`config.mk`:
```
export PLATFORM = sky130hd
export DESIGN_NAME = key_press_hold_and_encoder_events_unit
export DESIGN_NICKNAME = d
export VERILOG_FILES = /design/src/rtl/kphe_pkg.sv /design/src/rtl/kphe_datapath.sv /design/src/rtl/kphe_controller.sv /design/src/rtl/key_press_hold_and_encoder_events_unit.sv
export SDC_FILE = /design/constraint.sdc
export NUM_CORES = 1
export LEC_CHECK = 0
export BUFFER_PORTS_ARGS = -buffer_cell sky130_fd_sc_hd__buf_2
export CORE_MARGIN = 4
export CORE_UTILIZATION = 55
export CTS_CLUSTER_SIZE = 24
export DETAILED_ROUTE_END_ITERATION = 7
export GPL_ROUTABILITY_DRIVEN = 0
export GPL_TIMING_DRIVEN = 0
export PLACE_DENSITY = 0.8
export REMOVE_ABC_BUFFERS = 1
export SETUP_SLACK_MARGIN = 0.05
export SYNTH_ARGS = -nofsm -noshare
export SYNTH_HDL_FRONTEND = slang
export SYNTH_SLANG_ARGS = --single-unit
```
`constraint.sdc`:
```
create_clock -name clock -period 15.9 [get_ports clock]
set_clock_uncertainty 0.1 [all_clocks]
set_input_delay 0.795 -clock clock [delete_from_list [all_inputs] [get_ports clock]]
set_output_delay 0.795 -clock clock [all_outputs]
set_load 0.02 [all_outputs]
```
`src/rtl/kphe_pkg.sv`:
```
// Shared constants, types and helpers for the key and encoder event unit.
`timescale 1ns / 1ps

package kphe_pkg;

   localparam int NUM_KEYS  = 16;
   localparam int RUN_WIDTH = 16;
   localparam int SAMPLE_W  = 16;
   localparam int THR_W     = 16;
   localparam int MASK_W    = 17;
   localparam int CODE_W    = 3;
   localparam int NUM_EV    = 5;
   localparam int CSR_IDX_W = 2;
   localparam int KEY_IDX_W = (NUM_KEYS > 1) ? $clog2(NUM_KEYS) : 1;
   localparam int CMP_W     = (RUN_WIDTH > THR_W) ? RUN_WIDTH : THR_W;

   localparam logic [RUN_WIDTH-1:0] RUN_MAX = {RUN_WIDTH{1'b1}};
   localparam logic [KEY_IDX_W-1:0] LAST_KEY = KEY_IDX_W'(NUM_KEYS - 1);

   localparam logic [THR_W-1:0] PRESS_THR_RST   = THR_W'(50);
   localparam logic [THR_W-1:0] HOLD_THR_RST    = THR_W'(500);
   localparam logic [THR_W-1:0] RELEASE_THR_RST = THR_W'(30);

   localparam logic [CSR_IDX_W-1:0] REG_PRESS_THR   = 2'd0;
   localparam logic [CSR_IDX_W-1:0] REG_HOLD_THR    = 2'd1;
   localparam logic [CSR_IDX_W-1:0] REG_RELEASE_THR = 2'd2;

   localparam logic [CODE_W-1:0] EV_PRESS    = 3'd0;
   localparam logic [CODE_W-1:0] EV_HOLD     = 3'd1;
   localparam logic [CODE_W-1:0] EV_RELEASE  = 3'd2;
   localparam logic [CODE_W-1:0] EV_CW       = 3'd3;
   localparam logic [CODE_W-1:0] EV_CCW      = 3'd4;

   localparam int ENC_BIT = 16;

   typedef struct packed {
      logic                  load;
      logic                  step;
      logic [KEY_IDX_W-1:0]  key_idx;
      logic                  emit;
      logic [CODE_W-1:0]     emit_code;
      logic                  emit_last;
   } ctl_cmd_type;

   typedef struct packed {
      logic [NUM_EV-1:0] pending;
   } dp_status_type;

   function automatic logic [1:0] gray_pos(input logic [1:0] phase);
      logic [1:0] pos;
      unique case (phase)
         2'd0: pos = 2'd0;
         2'd1: pos = 2'd1;
         2'd3: pos = 2'd2;
         default: pos = 2'd3;
      endcase
      return pos;
   endfunction

   function automatic logic [RUN_WIDTH-1:0] sat_inc(input logic [RUN_WIDTH-1:0] v);
      return (v == RUN_MAX) ? v : v + RUN_WIDTH'(1);
   endfunction

endpackage

```
`src/rtl/kphe_datapath.sv`:
```
// Datapath: thresholds, per-key run counters, encoder state, event masks, result word.
`timescale 1ns / 1ps

module kphe_datapath (
   input  logic                           clock,
   input  logic                           reset,
   input  logic                           csr_write_enable,
   input  logic [kphe_pkg::CSR_IDX_W-1:0] csr_index,
   input  logic [kphe_pkg::THR_W-1:0]     csr_write_data,
   input  logic [kphe_pkg::SAMPLE_W-1:0]  req_key_sample,
   input  logic [1:0]                     req_enc_phase,
   input  kphe_pkg::ctl_cmd_type          cmd,
   output kphe_pkg::dp_status_type        status,
   output logic [kphe_pkg::CODE_W-1:0]    rsp_event_code,
   output logic [kphe_pkg::MASK_W-1:0]    rsp_event_mask,
   output logic                           rsp_last_of_tick
);
   import kphe_pkg::*;

   logic [THR_W-1:0] press_thr_ff, hold_thr_ff, release_thr_ff;

   logic [RUN_WIDTH-1:0] ones_ff  [NUM_KEYS];
   logic [RUN_WIDTH-1:0] zeros_ff [NUM_KEYS];
   logic [NUM_KEYS-1:0]  held_ff;

   logic [SAMPLE_W-1:0] sample_ff, sample_in;
   logic [SAMPLE_W-1:0] key_sel_ff, key_sel_in;
   logic [1:0]          enc_prev_ff;
   logic                enc_primed_ff;
   logic [MASK_W-1:0]   mask_ff [NUM_EV];
   logic [MASK_W-1:0]   mask_in [NUM_EV];

   logic [CODE_W-1:0]   code_ff;
   logic [MASK_W-1:0]   rmask_ff;
   logic                last_ff;

   logic                 active;
   logic [RUN_WIDTH-1:0] ones_cur, zeros_cur, ones_in, zeros_in;
   logic                 held_cur, held_in;
   logic                 ev_press, ev_hold, ev_release;
   logic [1:0]           enc_diff;
   logic                 enc_cw, enc_ccw;

   always_comb begin
      active    = sample_ff[0];
      ones_cur  = ones_ff[cmd.key_idx];
      zeros_cur = zeros_ff[cmd.key_idx];
      held_cur  = held_ff[cmd.key_idx];
      ones_in    = '0;
      zeros_in   = '0;
      held_in    = held_cur;
      ev_press   = 1'b0;
      ev_hold    = 1'b0;
      ev_release = 1'b0;
      if (active) begin
         ones_in = sat_inc(ones_cur);
      end else begin
         zeros_in = sat_inc(zeros_cur);
         if (CMP_W'(ones_cur) >= CMP_W'(press_thr_ff) && !held_cur) begin
            ev_press = 1'b1;
         end
      end
      if (!ev_press) begin
         if (held_cur) begin
            if (CMP_W'(zeros_in) >= CMP_W'(release_thr_ff)) begin
               ev_release = 1'b1;
               held_in    = 1'b0;
            end
         end else if (CMP_W'(ones_in) >= CMP_W'(hold_thr_ff)) begin
            ev_hold = 1'b1;
            held_in = 1'b1;
         end
      end
   end

   always_comb begin
      enc_diff = gray_pos(req_enc_phase) - gray_pos(enc_prev_ff);
      enc_cw   = enc_primed_ff && (enc_diff == 2'd1);
      enc_ccw  = enc_primed_ff && (enc_diff == 2'd3);
   end

   always_comb begin
      sample_in  = sample_ff;
      key_sel_in = key_sel_ff;
      for (int c = 0; c < NUM_EV; c++) begin
         mask_in[c] = mask_ff[c];
      end
      if (cmd.load) begin
         sample_in  = req_key_sample;
         key_sel_in = SAMPLE_W'(1);
         for (int c = 0; c < NUM_EV; c++) begin
            mask_in[c] = '0;
         end
         mask_in[EV_CW][ENC_BIT]  = enc_cw;
         mask_in[EV_CCW][ENC_BIT] = enc_ccw;
      end else if (cmd.step) begin
         sample_in  = sample_ff >> 1;
         key_sel_in = key_sel_ff << 1;
         if (ev_press) begin
            mask_in[EV_PRESS] = mask_ff[EV_PRESS] | MASK_W'(key_sel_ff);
         end
         if (ev_hold) begin
            mask_in[EV_HOLD] = mask_ff[EV_HOLD] | MASK_W'(key_sel_ff);
         end
         if (ev_release) begin
            mask_in[EV_RELEASE] = mask_ff[EV_RELEASE] | MASK_W'(key_sel_ff);
         end
      end else if (cmd.emit) begin
         mask_in[cmd.emit_code] = '0;
      end
   end

   always_ff @(posedge clock) begin
      if (reset) begin
         press_thr_ff   <= PRESS_THR_RST;
         hold_thr_ff    <= HOLD_THR_RST;
         release_thr_ff <= RELEASE_THR_RST;
      end else if (csr_write_enable) begin
         unique case (csr_index)
            REG_PRESS_THR:   press_thr_ff   <= csr_write_data;
            REG_HOLD_THR:    hold_thr_ff    <= csr_write_data;
            REG_RELEASE_THR: release_thr_ff <= csr_write_data;
            default: ;
         endcase
      end
   end

   always_ff @(posedge clock) begin
      if (reset) begin
         held_ff <= '0;
         for (int k = 0; k < NUM_KEYS; k++) begin
            ones_ff[k]  <= '0;
            zeros_ff[k] <= '0;
         end
      end else if (cmd.step) begin
         ones_ff[cmd.key_idx]  <= ones_in;
         zeros_ff[cmd.key_idx] <= zeros_in;
         held_ff[cmd.key_idx]  <= held_in;
      end
   end

   always_ff @(posedge clock) begin
      if (reset) begin
         enc_prev_ff   <= '0;
         enc_primed_ff <= 1'b0;
         for (int c = 0; c < NUM_EV; c++) begin
            mask_ff[c] <= '0;
         end
      end else begin
         if (cmd.load) begin
            enc_prev_ff   <= req_enc_phase;
            enc_primed_ff <= 1'b1;
         end
         for (int c = 0; c < NUM_EV; c++) begin
            mask_ff[c] <= mask_in[c];
         end
      end
   end

   always_ff @(posedge clock) begin
      sample_ff  <= sample_in;
      key_sel_ff <= key_sel_in;
      if (cmd.emit) begin
         code_ff  <= cmd.emit_code;
         rmask_ff <= mask_ff[cmd.emit_code];
         last_ff  <= cmd.emit_last;
      end
   end

   always_comb begin
      for (int c = 0; c < NUM_EV; c++) begin
         status.pending[c] = |mask_ff[c];
      end
   end

   assign rsp_event_code   = code_ff;
   assign rsp_event_mask   = rmask_ff;
   assign rsp_last_of_tick = last_ff;

endmodule

```
`src/rtl/kphe_controller.sv`:
```
// Controller: accepts a sample word, walks the keys, then issues result words.
`timescale 1ns / 1ps

module kphe_controller (
   input  logic                     clock,
   input  logic                     reset,
   input  logic                     req_valid,
   output logic                     req_stall,
   output logic                     rsp_valid,
   input  logic                     rsp_stall,
   input  kphe_pkg::dp_status_type  status,
   output kphe_pkg::ctl_cmd_type    cmd
);
   import kphe_pkg::*;

   localparam logic [1:0] ST_IDLE = 2'd0;
   localparam logic [1:0] ST_SCAN = 2'd1;
   localparam logic [1:0] ST_EMIT = 2'd2;

   logic [1:0]           state_ff, state_in;
   logic [KEY_IDX_W-1:0] idx_ff, idx_in;
   logic                 rsp_valid_ff, rsp_valid_in;
   logic                 slot_free;
   logic [CODE_W-1:0]    top_code;
   logic [NUM_EV-1:0]    rest;

   assign slot_free = !rsp_valid_ff || !rsp_stall;
   assign req_stall = (state_ff != ST_IDLE);
   assign rsp_valid = rsp_valid_ff;

   always_comb begin
      top_code = EV_PRESS;
      priority if (status.pending[EV_CCW])     top_code = EV_CCW;
      else if (status.pending[EV_CW])          top_code = EV_CW;
      else if (status.pending[EV_RELEASE])     top_code = EV_RELEASE;
      else if (status.pending[EV_HOLD])        top_code = EV_HOLD;
      else                                     top_code = EV_PRESS;
      rest = status.pending;
      rest[top_code] = 1'b0;
   end

   always_comb begin
      state_in     = state_ff;
      idx_in       = idx_ff;
      cmd          = '0;
      cmd.key_idx  = idx_ff;
      cmd.emit_code = top_code;
      cmd.emit_last = (rest == '0);
      rsp_valid_in = rsp_valid_ff && rsp_stall;
      unique case (state_ff)
         ST_IDLE: begin
            if (req_valid) begin
               cmd.load = 1'b1;
               idx_in   = '0;
               state_in = ST_SCAN;
            end
         end
         ST_SCAN: begin
            cmd.step = 1'b1;
            idx_in   = idx_ff + KEY_IDX_W'(1);
            if (idx_ff == LAST_KEY) begin
               state_in = ST_EMIT;
            end
         end
         ST_EMIT: begin
            if (status.pending == '0) begin
               state_in = ST_IDLE;
            end else if (slot_free) begin
               cmd.emit     = 1'b1;
               rsp_valid_in = 1'b1;
            end
         end
         default: state_in = ST_IDLE;
      endcase
   end

   always_ff @(posedge clock) begin
      if (reset) begin
         state_ff     <= ST_IDLE;
         idx_ff       <= '0;
         rsp_valid_ff <= 1'b0;
      end else begin
         state_ff     <= state_in;
         idx_ff       <= idx_in;
         rsp_valid_ff <= rsp_valid_in;
      end
   end

endmodule

```
`src/rtl/key_press_hold_and_encoder_events_unit.sv`:
```
// Top level: key press/hold detector with quadrature encoder decoder.
//
// Input channel (req_): one word per sampling tick, a 16-bit key sample and
// a 2-bit encoder phase, taken when req_valid is high and req_stall is low.
// Result channel (rsp_): one word per event kind seen in the tick, codes in
// descending order (counter-clockwise, clockwise, hold release, hold, press),
// each with a 17-bit mask; rsp_last_of_tick marks the final word of a tick.
// A tick with no events gives no word.
// Configuration (csr_): write-only thresholds, index 0 press, 1 hold,
// 2 hold release; write only while idle.
// Timing: after the accept edge the key counters are walked one key per
// cycle (one shared compare unit), then the result words are issued in
// turn from the output register once the walk is done. A tick holds the
// unit until all its results are issued.
// The next word is taken while the last result still waits in the output
// register. A stalled result holds; issue of later results waits for it.
// Reset: thresholds go to 50/500/30, all counters and hold flags clear, and
// the encoder is unprimed, so the first tick only stores its phase.
`timescale 1ns / 1ps

module key_press_hold_and_encoder_events_unit (
   input  logic                           clock,
   input  logic                           reset,
   input  logic                           req_valid,
   output logic                           req_stall,
   input  logic [kphe_pkg::SAMPLE_W-1:0]  req_key_sample,
   input  logic [1:0]                     req_enc_phase,
   output logic                           rsp_valid,
   input  logic                           rsp_stall,
   output logic [kphe_pkg::CODE_W-1:0]    rsp_event_code,
   output logic [kphe_pkg::MASK_W-1:0]    rsp_event_mask,
   output logic                           rsp_last_of_tick,
   input  logic                           csr_write_enable,
   input  logic [kphe_pkg::CSR_IDX_W-1:0] csr_index,
   input  logic [kphe_pkg::THR_W-1:0]     csr_write_data
);
   import kphe_pkg::*;

   ctl_cmd_type   cmd;
   dp_status_type status;

   kphe_controller u_ctl (
      .clock     (clock),
      .reset     (reset),
      .req_valid (req_valid),
      .req_stall (req_stall),
      .rsp_valid (rsp_valid),
      .rsp_stall (rsp_stall),
      .status    (status),
      .cmd       (cmd)
   );

   kphe_datapath u_dp (
      .clock            (clock),
      .reset            (reset),
      .csr_write_enable (csr_write_enable),
      .csr_index        (csr_index),
      .csr_write_data   (csr_write_data),
      .req_key_sample   (req_key_sample),
      .req_enc_phase    (req_enc_phase),
      .cmd              (cmd),
      .status           (status),
      .rsp_event_code   (rsp_event_code),
      .rsp_event_mask   (rsp_event_mask),
      .rsp_last_of_tick (rsp_last_of_tick)
   );

endmodule
```
==> results.md, run 1 <==
* Vias at 22400
* CP startpoint kind: flip-flop
* Max Freq at 123 MHz
* Number of I/O port buffers at 63
* Post-route non-filler standard cell count at 3431
* Final Util at 0.605
* Fin worst setup slack at 7.79 ns
* Storage cell area at 0.0201 mm²
* CP Data Arrival Time at 8.42 ns
* Final WL at 87000 µm
* Die footprint at 0.0633 mm²
* Core area at 0.0589 mm²
* DRC at 1
* Cells after Synth at 2620
* Clock Pin Slew Worst Setup and Hold Paths at 0.06 ns
* CP required at 16.21 ns
* CP Capture Type: flip-flop
* Antenna violations before repair at 10
* Multi-input logic area at 0.0113 mm²
* First-pass GRT wire length at 131000 µm
* Clk buf depth at 3
* Worst skew pair latency at 0.64 ns
* Post-synthesis sequential area ratio at 0.615
* Most used DFF post-synth: edfxtp_1
* GRT Total Usage at 0.271
* Failing checks: DRC
* Number of global-route vias before repair at 22700
* Worst-Margin Slew at 1.48 ns
* Die X at 252 µm
* Nets at 2694
* I/O pins at 64
* DP HPWL at 52900 µm
* Num Clock Sinks at 728
* Relative slew slack at 0.0159
* Clk Tree Root Cell: clkbuf_16
* Pin count of the biggest net entering global routing at 80
* Final Setup Violations at 0
* WL/cell at 25.3 µm
* Most common cell in the netlist: nor2_1
* ANT nets after route at 0
* Final min period at 8.11 ns
* Starting Density at 0.554
* Share of cells above drive strength 1 at 0.154
* Synth unique cells at 85
* Mean Syn Cell Area at 12.5 µm²
* Syn. warnings at 0
* Place WS at 7.85 ns
* CTS buffer count at 71
* Worst-path fanout max at 32
* EDFF count, synth at 549
* H-Tree Depth at 3
* Overflow after GRT at 0
* Iter 0 DRT Violations at 3189
* Die Span Y at 252 µm
* Peak VDD IR at 0.0943 mV
* Status: finished, violations left
* Pins Over Slew Limit at 0
* Area growth, synth to finish at 9.32%
* Post_cts resized at 0
* Lkg Pwr at 13.0 nW
* Setup Buffers After CTS at 0
* Leading area contributor after synthesis: edfxtp_1
* WS Path Type: reg2reg
* Number of synthesized register bits at 728
* Final count of hold timing violations at 0
* CTS tree: yes
* Max Cap Viol at 0
* Sum Neg Setup Slack at 0 ns
* Post-synth ARST share at 0
* CTS Hold Bufs at 0
* Final period utilization at 0.510
* Hold Crit Class: in2reg
* Inst Count DP at 3293
* Top-area cell type share of the netlist area at 0.505
* Post-Syn Area at 0.0326 mm²
* Vias per cell at 6.54
* Fillers at 4195
* Synth top area cells: edfxtp_1, dfxtp_1, mux4_2
* Drt first pass iters at 8
* Pwr dens at 119 mW/mm²
* WHS at 0.347 ns
* Rows at 89
* RSZ-0062 raised after global routing: false
* Most frequent cells after synthesis: nor2_1, edfxtp_1, nand2_1
area by class of cell:
| cell class | count | share of cell area |
|---|---|---|
| tap | 773 | 0.0271 |
| clock buffer | 94 | 0.0546 |
| inverter | 77 | 0.00810 |
| antenna | 7 | 0.000491 |
| sequential | 728 | 0.563 |
| clock inverter | 36 | 0.00975 |
| multi-input combinational | 1632 | 0.317 |
| timing repair buffer | 84 | 0.0196 |
worst paths after layout:
kind,from,to,slack (ns),cells past startpoint
setup / recovery,flip-flop,u_dp.held_ff[10],7.79,18
hold reg to reg,u_dp.hold_thr_ff[3],u_dp.hold_thr_ff[3],0.35,2
hold / removal,csr_write_data[8],u_dp.hold_thr_ff[8],0.35,2
setup reg to reg,flip-flop,u_dp.held_ff[10],7.79,18
where the power goes:
group | internal (mW) | switching (mW)
sequential | 2.11 | 0.0279
clock | 0.952 | 0.737
combinational | 0.132 | 0.284
sequential cells by signal, indices dropped and copies added, names as in the netlist, named ones only:
name	cells
u_dp.rsp_event_mask	17
u_ctl.state_ff	2
u_dp.rsp_event_code	3
u_dp.key_sel_ff	16
u_dp.mask_ff	85
u_dp.enc_prev_ff	2
u_dp.rsp_last_of_tick	1
u_ctl.rsp_valid	1
u_dp.zeros_ff	256
u_ctl.idx_ff	4
u_dp.release_thr_ff	16
u_dp.sample_ff	16
u_dp.press_thr_ff	16
u_dp.enc_primed_ff	1
u_dp.ones_ff	256
u_dp.held_ff	16
u_dp.hold_thr_ff	16
cell families after synthesis:
logic type | after synthesis | share of synthesized area
flops | 728 | 0.615
compound gates | 321 | 0.0700
xor+xnor | 13 | 0.00533
fa+ha+maj | 60 | 0.0229
buf+inv | 260 | 0.0406
simple gates | 1080 | 0.146
mux | 158 | 0.100
stage by stage:
| step | cell area, µm² | power [mW] |
|---|---|---|
| after floorplan | 31600 | 2.43 |
| after global placement | 32900 | 2.55 |
| after detailed placement | 33300 | 2.57 |
| after CTS | 35600 | 4.23 |
| after global routing | 35700 | 4.35 |
| final | 35700 | 4.24 |
critical path: stages (launching register included):
cell and delay (ns):
dfxtp_1 1.02, nor2b_1 1.00, a22oi_1 0.28, nand2_1 0.26, ha_1 0.23, nand3_1 0.20, or3b_1 0.47, or2_0 0.35
nor2_4 0.30, mux2i_2 0.88, nor2_1 0.26, ha_1 0.38, a21o_1 0.10, a21oi_1 0.06, o21ai_0 0.16, o2111ai_1 0.15
a211oi_1 0.22, o31a_1 1.16, o22ai_1 0.28
cell usage in the layout (no fill, tap or decap), types with 9 or more instances in the layout:
cell type and instances:
buf_2 62, a31o_2 12, mux4_2 131, nand4_1 16, nor4_1 20, ha_1 59
edfxtp_1 549, clkinv_1 15, a211o_1 9, nor2_2 12, a22oi_1 44, a21o_1 30
a32o_1 16, inv_1 75, nand2_1 218, a21oi_1 79, nor3_1 13, and2_1 46
or3_1 19, nand2b_1 15, dfxtp_1 176, mux2i_1 18, a22o_1 38, clkbuf_1 17
nand3_1 43, nor2_1 609, clkbuf_16 73, o22ai_1 37, nor2_4 10
per-layer routing:
metal  track usage  wire length (µm)
met1         0.338             30000
met2         0.437             41400
met3        0.0729             10800
met4         0.142              4730
met5             0                22
(Power assumes the default switching activity.)
==> run 2, diff against run 1 <==
- PLACE_DENSITY: 0.8 -> 0.83
- clock period: 15.9 -> 6.8 ns (I/O delays scaled with it)
==> run 2 against run 1 <==
  * The run now ends clean
  * Critical path depth rose by 1
  * Largest power group unchanged
  * Sequential power rose by 130%
  * Critical endpoint is now u_dp.mask_ff[2][3]
  * Routed wire length rose by 5.7%
  * Combinational power rose to 2.5 times the previous value
==> results.md, run 2 (synthesis gave the netlist of run 1 again) <==
* Antenna violations before repair at 0
* Starting Density at 0.554
* Core area at 0.0589 mm²
* Final Util at 0.616
* Worst path slowest cell: nor3_4
* I/O pins at 64
* WL/cell at 26.4 µm
* CP required at 7.20 ns
* Die X at 252 µm
* Max Cap Viol at 0
* Worst-Margin Slew at 1.36 ns
* Share of cells above drive strength 1 at 0.165
* Cells along the critical path: buf_16 > buf_12 > mux4_2 > a22oi_1 > nand2_1 > ha_1 > nand3_1 > or3b_1 > or2_0 > nor2_4 > nor3_4 > nor2_1 > ha_1 > o21ai_0 > a21oi_1 > nor3_1 > nor2_1 > o31a_4 > a32o_1
* Relative slew slack at 0.0880
* Lkg Pwr at 13.3 nW
* Peak VDD IR at 0.330 mV
* Worst skew pair latency at 0.63 ns
* Final period utilization at 0.951
* CP max stage delay at 0.57 ns
* Max Freq at 155 MHz
* CP Data Arrival Time at 6.87 ns
* Drt first pass iters at 6
* Family with the most delay on the worst path: simple AND/OR/NAND/NOR gates
* Number of I/O port buffers at 63
* Pwr dens at 273 mW/mm²
* Status: finished clean
* Sw Ratio at 0.252
* Place WS at -1.07 ns
* Fin worst setup slack at 0.332 ns
* WS Path Type: reg2reg
* GRT Total Usage at 0.284
* Worst-path fanout max at 42
* CTS buffer count at 70
* CP Capture Type: flip-flop
* Register share of total power at 0.504
* Rows at 89
* Die Span Y at 252 µm
* First-pass GRT wire length at 137000 µm
* Sum Neg Setup Slack at 0 ns
* Bufs and invs on worst path at 2
* Num Clock Sinks at 728
* H-Tree Depth at 3
* Die footprint at 0.0633 mm²
* DP HPWL at 53600 µm
* Design area at 0.0363 mm²
* Clock Pin Slew Worst Setup and Hold Paths at 0.06 ns
* Final WL at 91900 µm
* Clk Tree Root Cell: clkbuf_16
* Final min period at 6.47 ns
* Top Registers: u_dp.ones_ff (256), u_dp.zeros_ff (256), u_dp.mask_ff (85)
* Final count of hold timing violations at 0
* P_int at 7.41 mW
* Pwr Total at 9.91 mW
* Overflow after GRT at 0
* Sw power at 2.50 mW
* Vias per cell at 6.63
* DRC at 0
* Pin count of the biggest net entering global routing at 80
* Hold Crit Class: in2reg
* Fillers at 3986
* Commonest non-fill, non-tap cell in the layout: nor2_1
* Post-placement cell area at 0.0332 mm²
* Pins Over Slew Limit at 0
* RSZ-0062 raised after global routing: false
* CP startpoint kind: flip-flop
* Most frequent cells in the layout: nor2_1, edfxtp_1, nand2_1
* Clk buf depth at 3
* Area growth, synth to finish at 11.1%
* ANT nets after route at 0
* N_diodes at 0
* Nets at 2748
* Vias at 23100
* Share of total power in the clock network at 0.390
* Comb power frac at 0.106
* CTS tree: yes
* Iter 0 DRT Violations at 3781
* Number of global-route vias before repair at 23100
* Final Setup Violations at 0
==> run 2: changes by cell type in the layout (fill, tap and decap cells not counted), moves of 5 or more <==
cell	before	now
mux2i_4	0	5
mux2i_2	6	1
clkinv_2	6	12
buf_4	1	24
diode_2	7	0
clkinv_1	15	4
buf_6	8	2
xor2_4	0	6
xor2_2	7	1
dlygate4sd3_1	0	36
==> run 2: worst paths after layout <==
check / from / to / slack [ns] / depth (start not counted)
setup reg to reg: flip-flop / u_dp.mask_ff[2][3] / 0.33 / 19
setup / recovery: flip-flop / u_dp.mask_ff[2][3] / 0.33 / 19
hold reg to reg: u_dp.press_thr_ff[14] / u_dp.press_thr_ff[14] / 0.36 / 2
hold / removal: csr_index[1] / u_dp.press_thr_ff[15] / 0.04 / 4
==> run 2: worst min-delay path, stage by stage <==
cell	delay, ns
buf_2	0.13
nor3b_2	0.11
nand2_1	0.08
a21oi_1	0.05
==> run 2: final cells by class <==
type                            count  area (µm²)  area share
Multi-Input combinational cell   1632       11500       0.318
Timing Repair Buffer              139        1180      0.0326
Clock inverter                     30         312     0.00859
Inverter                           77         289     0.00797
Tap cell                          773         967      0.0267
Clock buffer                       97        1910      0.0526
Sequential cell                   728       20100       0.554
==> run 2: routing by layer <==
layer	wire, µm	vias to the layer above	GRT usage
met2	43700	1992	0.463
met3	12500	442	0.0821
li1	-	9546	-
met1	29700	11100	0.348
met4	5880	2	0.143
met5	56	-	0
==> run 2: timing repair <==
item                                    4_1_cts  5_1_grt
setup buffers                                 1       20
pin swaps                                     0        5
gates resized for setup                      20       18
endpoints found under the hold margin        67        0
hold buffers                                 36        0
endpoints found under the setup margin       48       48
==> run 2: power groups by stage <==
stage	sequential, mW	clock [mW]	combinational (mW)
5_1_grt	5.00	4.04	1.10
3_3_place_gp	5.10	0	0.870
3_5_place_dp	5.09	0	0.929
4_1_cts	4.99	3.84	0.973
6_report	5.00	3.87	1.05
2_1_floorplan	5.08	0	0.597
==> run 2: through the flow <==
step,hold WS [ns],std cells
detailed placement,0.347,3291
CTS,0.0135,3455
global placement,0.342,3273
finish,0.0356,3476
floorplan,0.309,2437
global route,0.0675,3476
